### src/hdl/pgmap_pkg.sv
// shared types, constants and microcode table of the page table mapper
// no dependencies
package pgmap_pkg;

    localparam int POOL_TABLES_DEF = 128;
    localparam int TABLE_ENTRIES   = 512;
    localparam int LEVEL_W         = 9;
    localparam int VPAGE_W         = 36;
    localparam int FRAME_W         = 40;
    localparam int ENTRY_W         = FRAME_W + 2;
    localparam int FLAG_PRESENT    = 0;
    localparam int TOP_LEVEL       = 3;
    localparam logic [1:0] ENTRY_FLAGS = 2'b11;  // writable, present

    // result status codes
    localparam logic STATUS_MAPPED    = 1'b0;
    localparam logic STATUS_NO_TABLES = 1'b1;

    typedef enum logic [2:0] {
        STEP_CLR,
        STEP_IDLE,
        STEP_READ,
        STEP_EVAL,
        STEP_LEAF,
        STEP_DONE
    } step_t;

    typedef enum logic [2:0] {
        OP_CLEAR,
        OP_IDLE,
        OP_READ,
        OP_EVAL,
        OP_LEAF,
        OP_DONE
    } op_t;

    typedef enum logic [2:0] {
        COND_NONE,
        COND_CLR_LAST,
        COND_IN_XFER,
        COND_LEAF_LEVEL,
        COND_FAIL,
        COND_OUT_BUSY
    } cond_t;

    typedef struct packed {
        op_t   op;
        cond_t cond;
        step_t jump;
        step_t next;
    } ctrl_t;

    typedef struct packed {
        logic clr_last;
        logic in_xfer;
        logic leaf_level;
        logic fail;
        logic out_busy;
    } flags_t;

    function automatic ctrl_t ucode(input step_t addr);
        ctrl_t word;
        unique case (addr)
            STEP_CLR:  word = '{OP_CLEAR, COND_CLR_LAST,   STEP_IDLE, STEP_CLR};
            STEP_IDLE: word = '{OP_IDLE,  COND_IN_XFER,    STEP_READ, STEP_IDLE};
            STEP_READ: word = '{OP_READ,  COND_LEAF_LEVEL, STEP_LEAF, STEP_EVAL};
            STEP_EVAL: word = '{OP_EVAL,  COND_FAIL,       STEP_DONE, STEP_READ};
            STEP_LEAF: word = '{OP_LEAF,  COND_NONE,       STEP_LEAF, STEP_DONE};
            STEP_DONE: word = '{OP_DONE,  COND_OUT_BUSY,   STEP_DONE, STEP_IDLE};
            default:   word = '{OP_IDLE,  COND_NONE,       STEP_IDLE, STEP_IDLE};
        endcase
        return word;
    endfunction

endpackage

### src/hdl/pgmap_seq.sv
// microcode sequencer: step counter, control rom lookup, conditional jumps
// depends on pgmap_pkg
module pgmap_seq (
    input  logic              aclk,
    input  logic              aresetn,
    input  pgmap_pkg::flags_t flags,
    output pgmap_pkg::ctrl_t  ctrl
);

    pgmap_pkg::step_t step_reg;
    pgmap_pkg::step_t step_next;
    pgmap_pkg::ctrl_t word;
    logic             taken;

    always_ff @(posedge aclk) begin
        if (!aresetn) begin
            step_reg <= pgmap_pkg::STEP_CLR;
        end else begin
            step_reg <= step_next;
        end
    end

    always_comb begin
        word = pgmap_pkg::ucode(step_reg);
        unique case (word.cond)
            pgmap_pkg::COND_NONE:       taken = 1'b0;
            pgmap_pkg::COND_CLR_LAST:   taken = flags.clr_last;
            pgmap_pkg::COND_IN_XFER:    taken = flags.in_xfer;
            pgmap_pkg::COND_LEAF_LEVEL: taken = flags.leaf_level;
            pgmap_pkg::COND_FAIL:       taken = flags.fail;
            pgmap_pkg::COND_OUT_BUSY:   taken = flags.out_busy;
            default:                    taken = 1'b0;
        endcase
        step_next = taken ? word.jump : word.next;
    end

    assign ctrl = word;

endmodule

### config.mk
export PLATFORM = sky130hd
export DESIGN_NAME = pgmap_seq
export DESIGN_NICKNAME = d
export VERILOG_FILES = /design/src/hdl/pgmap_pkg.sv /design/src/hdl/pgmap_seq.sv
export SDC_FILE = /design/constraint.sdc
export NUM_CORES = 1
export LEC_CHECK = 0
export ABC_CLOCK_PERIOD_IN_PS = 1400
export BUFFER_PORTS_ARGS = -buffer_cell sky130_fd_sc_hd__buf_4
export CORE_AREA = 2 2 39 41
export CTS_CLUSTER_DIAMETER = 60
export CTS_CLUSTER_SIZE = 16
export DETAILED_ROUTE_END_ITERATION = 10
export DIE_AREA = 0 0 41 43
export GPL_TIMING_DRIVEN = 0
export MAX_ROUTING_LAYER = met4
export PLACE_DENSITY = 0.58
export SLEW_MARGIN = 20
export SYNTH_ARGS = -nofsm -noshare
export SYNTH_HDL_FRONTEND = slang
export SYNTH_SLANG_ARGS = --single-unit
### constraint.sdc
create_clock -name aclk -period 1.4 [get_ports aclk]
set_clock_uncertainty 0.2 [all_clocks]
set_input_delay 0.28 -clock aclk [delete_from_list [all_inputs] [get_ports aclk]]
set_output_delay 0.28 -clock aclk [all_outputs]
set_load 0.005 [all_outputs]
==> flow_metrics.env, run 1 <==
export IMPL_grt_use_met1_pct=14.4
export IMPL_ant_nets=0
export IMPL_insertion_delay_ns=0.24
export IMPL_p_leak_uw=0.000303
export IMPL_clkTransAtPathRegs_ns=0.04
export IMPL_insertedDiodeCount=0
export IMPL_vias=336
export IMPL_rr_startpoint="step_reg[0]"
export IMPL_ir_worst_vdd_uv=366
export IMPL_max_stage_delay_ns=0.41
export IMPL_rsz0062_at_grt="yes"
export IMPL_worstReg2RegEnd="step_reg[2]"
export IMPL_yosysMostFrequentCell="nor2_1"
export IMPL_cts_sinks=3
export IMPL_yosysWarnings=0
export IMPL_grt_max_degree=8
export IMPL_design_die_area_mm2=0.00176
export IMPL_violations="negative setup slack"
export IMPL_synth_cell_types=20
export IMPL_min_from="aresetn"
export IMPL_met2_usage_pct=14.7
export IMPL_hold_viol_final=0
export IMPL_setup_viol=12
export IMPL_remaining_drc_errors=0
export IMPL_max_freq_mhz=627
export IMPL_critPathRequiredTime_ns=0.92
export IMPL_io_pins=19
export IMPL_ctsHoldBuffers=0
export IMPL_synth_seq_cells=3
export IMPL_gr_total_overflow=0
export IMPL_min_period_ns=1.60
export IMPL_path_class="reg -> out"
export IMPL_io_buffer_count=18
export IMPL_rrSetupSlack_ns=0.06
export IMPL_die_h_um=43
export IMPL_hold_end="step_reg[2]"
export IMPL_timing_slew_headroom_pct=85.5
export IMPL_crit_chain="nand2b_4 > nand2_2 > and2_4 > buf_6"
export IMPL_areaGrowthSynthToFinish_pct=105
export IMPL_cts_root_buf="clkbuf_4"
export IMPL_yosysSeqAreaShare_pct=20.5
export IMPL_routed_wl_um=798
export IMPL_grt_busiest_layer="met2"
export IMPL_worst_path_buf_inv=1
export IMPL_avgRoutedWirePerCell_um=9.85
export IMPL_cp_top_family="flip-flops"
export IMPL_critPathArrivalTime_ns=1.12
export IMPL_fillers=150
export IMPL_worst_slack_ns=-0.196
export IMPL_synth_common_cells="nor2_1 (6), dfxtp_1 (3), nand2b_4 (3)"
export IMPL_cts_htree_levels=1
export IMPL_place_inst=70
export IMPL_min_path_cells=3
export IMPL_async_flop_share_pct=0
export IMPL_largest_reg_flops=3
export IMPL_final_cells=81
export IMPL_synth_edf_count=0
export IMPL_cts_tree="yes"
export IMPL_grt_pass1_wl_um=1300
export IMPL_slew_viol_final=0
export IMPL_syn_nets=43
export IMPL_num_rows=14
export IMPL_worst_setup_path_end_kind="output pin"
export IMPL_netlist_instances=36
export IMPL_synth_top_area_share_pct=20.5
export IMPL_hold_slack_ns=0.112
export IMPL_final_nets=73
export IMPL_status="finished with violations"
export IMPL_gp_congestion=0.641
export IMPL_startpoint_type="flop"
export IMPL_final_core_util_pct=43.4
export IMPL_slowest_stage="dfxtp_4"
export IMPL_r2r_cells=4
export IMPL_grtUsageTotal_pct=11.0
export IMPL_core_area_mm2=0.00138
export IMPL_use_met3_pct=4.71
export IMPL_max_slew_worst_pin_slew_ns=0.212
export IMPL_period_share_pct=114
export IMPL_die_width_um=41
export IMPL_grt_antenna_before_repair=0
export IMPL_synth_area_um2=293
export IMPL_synth_area_leader_cell="dfxtp_1"
export IMPL_synth_area_top_cells="dfxtp_1 (21%), nand2b_4 (14%), buf_6 (7.7%)"
export IMPL_drtIter0Drc=1
export IMPL_powerDensity_mw_per_mm2=806
export IMPL_initial_core_util_pct=21.2
export IMPL_worstPathMaxFanout=6
export IMPL_vias_per_cell=4.15
export IMPL_syn_avg_cell_area_um2=8.13
export IMPL_drive_gt1_share_pct=75.4
export IMPL_clockBufferDepth=2
export IMPL_hold_class="in -> reg"
export IMPL_cts_buffers=3
export IMPL_grt_pass1_vias=293
export IMPL_drv_cap=0
export IMPL_first_pass_iters=2
export IMPL_synth_ff_type="dfxtp_1"
report_power, final:
part	internal [µW]	total (µW)	switching, µW
clock network	107	157	49.7
registers	93.0	112	19.1
logic	140	215	74.8
total	341	484	144
placed cells by master (no fill, tap or decap), types with 2 or more instances in the layout:
master / n
inv_1: 2
nor2_1: 3
dfxtp_4: 2
clkbuf_4: 3
nor2_2: 3
inv_2: 2
buf_6: 10
mux2i_1: 2
buf_4: 18
nand2b_4: 3
routing by layer:
layer	vias to the layer above	wire, µm
li1	175	-
met2	12	417
met1	149	334
met4	0	0
met5	-	0
met3	0	46
layout make-up:
cell class / instances / area (µm²) / area share, %
flip-flops and latches: 3 / 68.8 / 11.5
inverters: 4 / 15.0 / 2.50
clock buffers: 4 / 26.3 / 4.38
plain buffers: 2 / 22.5 / 3.75
well taps: 16 / 20.0 / 3.33
repair buffers: 27 / 230 / 38.3
multi-input cells: 25 / 218 / 36.3
metrics by stage:
step	total power [µW]	instance area (µm²)	worst slack [ns]	setup TNS, ns
finish	484	601	-0.196	-1.33
global route	526	601	-0.246	-1.98
CTS	470	568	-0.211	-1.66
detailed placement	273	448	-0.0341	-0.0341
global placement	273	448	-0.0333	-0.0333
floorplan	195	293	0.106	0
how the worst max path moves through the flow:
stage	depth (start not counted)	slack, ns	endpoint	start
finish	4	-0.20	ctrl[8]	step_reg[1]
global placement	5	-0.03	ctrl[8]	step_reg[1]
detailed placement	5	-0.03	ctrl[8]	step_reg[1]
global route	4	-0.25	ctrl[8]	step_reg[1]
floorplan	4	0.11	ctrl[8]	step_reg[1]
CTS	5	-0.21	ctrl[3]	step_reg[1]
cells by family (layout without fill, tap and decap cells):
kind of cell	after synthesis	after routing	synth area share, %
AND/OR/NAND/NOR	16	16	34.6
buffers and inverters	8	37	17.9
AO/OA/AOI/OAI	6	6	17.1
flip-flops	3	3	20.5
multiplexers	2	2	6.84
XOR/XNOR	1	1	2.99
tightest hold or removal path, delay by kind of cell:
kind          cells  cell delay [ns]
buf+inv           2             0.14
simple gates      1             0.09
timing repair:
item / in CTS / in global routing
pin swaps: 3 / 3
endpoints found under the setup margin: 12 / 12
cloned: 1 / 0
setup buffers: 6 / 2
gates resized for setup: 14 / 10
No activity file was read; power rests on OpenSTA's default activity.
==> run 2, diff against run 1 <==
CELL_PAD_IN_SITES_DETAIL_PLACEMENT = 1   (was default)
CELL_PAD_IN_SITES_GLOBAL_PLACEMENT = 1   (was default)
PLACE_DENSITY = 0.75   (was 0.58)
==> flow_metrics.env, run 2 (synthesis results as in run 1) <==
export IMPL_grt_antenna_before_repair=0
export IMPL_place_ws_ns=-0.0565
export IMPL_hold_slack_ns=0.121
export IMPL_tns_ns=-2.14
export IMPL_ctsHoldBuffers=0
export IMPL_min_path_cells=3
export IMPL_cts_sinks=3
export IMPL_worstPathMaxFanout=8
export IMPL_layout_commonest_cell="buf_4"
export IMPL_grt_max_degree=9
export IMPL_met2_usage_pct=20.0
export IMPL_first_pass_iters=1
export IMPL_cts_tree="yes"
export IMPL_areaGrowthSynthToFinish_pct=137
export IMPL_path_class="reg -> out"
export IMPL_rrSetupSlack_ns=-0.04
export IMPL_multi_input_area_um2=251
export IMPL_cts_htree_levels=1
export IMPL_seq_area_um2=63.8
export IMPL_rsz0062_at_grt="yes"
export IMPL_p_seq_share_pct=17.5
export IMPL_power_switching_uw=170
export IMPL_timing_slew_headroom_pct=87.0
export IMPL_drive_gt1_share_pct=80.6
export IMPL_gr_total_overflow=0
export IMPL_finalPower_uw=550
export IMPL_fillers=169
export IMPL_vias=376
export IMPL_grt_busiest_layer="met2"
export IMPL_die_width_um=41
export IMPL_hold_viol_final=0
export IMPL_io_buffer_count=18
export IMPL_worst_slack_ns=-0.261
export IMPL_r2r_cells=5
export IMPL_core_area_mm2=0.00138
export IMPL_power_share_clock_pct=29.3
export IMPL_remaining_drc_errors=0
export IMPL_startpoint_type="flop"
export IMPL_critPathArrivalTime_ns=1.18
export IMPL_worst_setup_path_end_kind="output pin"
export IMPL_insertion_delay_ns=0.24
export IMPL_cts_root_buf="clkbuf_4"
export IMPL_ir_worst_vdd_uv=527
export IMPL_avgRoutedWirePerCell_um=12.8
export IMPL_p_leak_uw=0.000345
export IMPL_power_internal_uw=380
export IMPL_rr_startpoint="step_reg[0]"
export IMPL_min_from="aresetn"
export IMPL_critPathRequiredTime_ns=0.92
export IMPL_slew_viol_final=0
export IMPL_violations="negative setup slack"
export IMPL_max_slew_worst_pin_slew_ns=0.189
export IMPL_vias_per_cell=4.27
export IMPL_grt_pass1_vias=324
export IMPL_mostFrequentLayoutCells="buf_4 (24), buf_6 (12), nand2b_4 (4), nor2_1 (4)"
export IMPL_num_rows=14
export IMPL_timing_critical_path_from="step_reg[0]"
export IMPL_min_period_ns=1.66
export IMPL_gp_congestion=0.682
export IMPL_final_nets=80
export IMPL_max_freq_mhz=602
export IMPL_p_comb_share_pct=53.2
export IMPL_netSwitchingFraction_pct=31.0
export IMPL_grt_pass1_wl_um=1400
export IMPL_design_die_area_mm2=0.00176
export IMPL_setup_viol=13
export IMPL_largest_reg_flops=3
export IMPL_grtUsageTotal_pct=12.2
export IMPL_hold_class="in -> reg"
export IMPL_place_hpwl_um=561
export IMPL_clkTransAtPathRegs_ns=0.04
export IMPL_routed_wl_um=1130
export IMPL_powerDensity_mw_per_mm2=792
export IMPL_io_pins=19
export IMPL_use_met3_pct=1.57
export IMPL_initial_core_util_pct=21.2
export IMPL_ant_nets=0
export IMPL_period_share_pct=119
export IMPL_die_h_um=43
export IMPL_grt_use_met1_pct=12.8
export IMPL_drv_cap=0
export IMPL_worstReg2RegEnd="step_reg[1]"
export IMPL_clockBufferDepth=2
export IMPL_cts_buffers=3
export IMPL_insertedDiodeCount=0
export IMPL_hold_end="step_reg[2]"
export IMPL_drtIter0Drc=0
export IMPL_status="finished with violations"
==> run 2: cell types whose count changed in the layout (fill, tap and decap cells not counted), sizes merged <==
cell	previous run	this run
buf	29	36
==> run 2: power by group through the flow <==
stage	clock network [µW]	registers (µW)	logic (µW)
after floorplan	0	95.7	99.0
after global placement	0	95.9	177
after detailed placement	0	96.1	181
after CTS	168	95.6	219
after global routing	176	96.5	313
final	161	96.3	293
==> run 2: final cells by class <==
| class | count | area share [%] |
|---|---|---|
| flip-flops and latches | 3 | 9.19 |
| multi-input cells | 25 | 36.2 |
| clock buffers | 4 | 3.78 |
| well taps | 16 | 2.88 |
| inverters | 4 | 2.52 |
| plain buffers | 4 | 6.49 |
| repair buffers | 32 | 38.9 |
==> run 2: how the worst max path moves through the flow <==
stage | to | cells after the start
floorplan | ctrl[8] | 4
global placement | ctrl[8] | 5
detailed placement | ctrl[8] | 5
CTS | ctrl[8] | 5
global route | ctrl[3] | 5
finish | ctrl[3] | 5
==> run 2: layer usage <==
metal | vias to the layer above | part of all wire [%]
li1 | 187 | -
met2 | 15 | 56
met5 | - | 0
met4 | 0 | 2.2
met3 | 2 | 5.4
met1 | 172 | 36
==> run 2: worst max-delay path: stages, from the launching register on <==
cell	delay (ns)
dfxtp_2	0.31
buf_6	0.13
xnor2_4	0.22
nor2_2	0.06
nor2_1	0.10
buf_4	0.12
==> run 2: repair_timing <==
item                                   CTS  global route
gates resized for setup                 13            15
setup buffers                            8             7
setup endpoints to repair               12            14
endpoints found under the hold margin    0             0
gates cloned                             0             0
pin swaps                                3             6
==> run 2: per-stage QoR <==
step / std cells / area, µm² / util, %
6_report: 88 / 694 / 50.2
5_1_grt: 88 / 694 / 50.2
4_1_cts: 82 / 578 / 41.8
3_5_place_dp: 70 / 448 / 32.4
3_3_place_gp: 70 / 448 / 32.4
2_1_floorplan: 36 / 293 / -
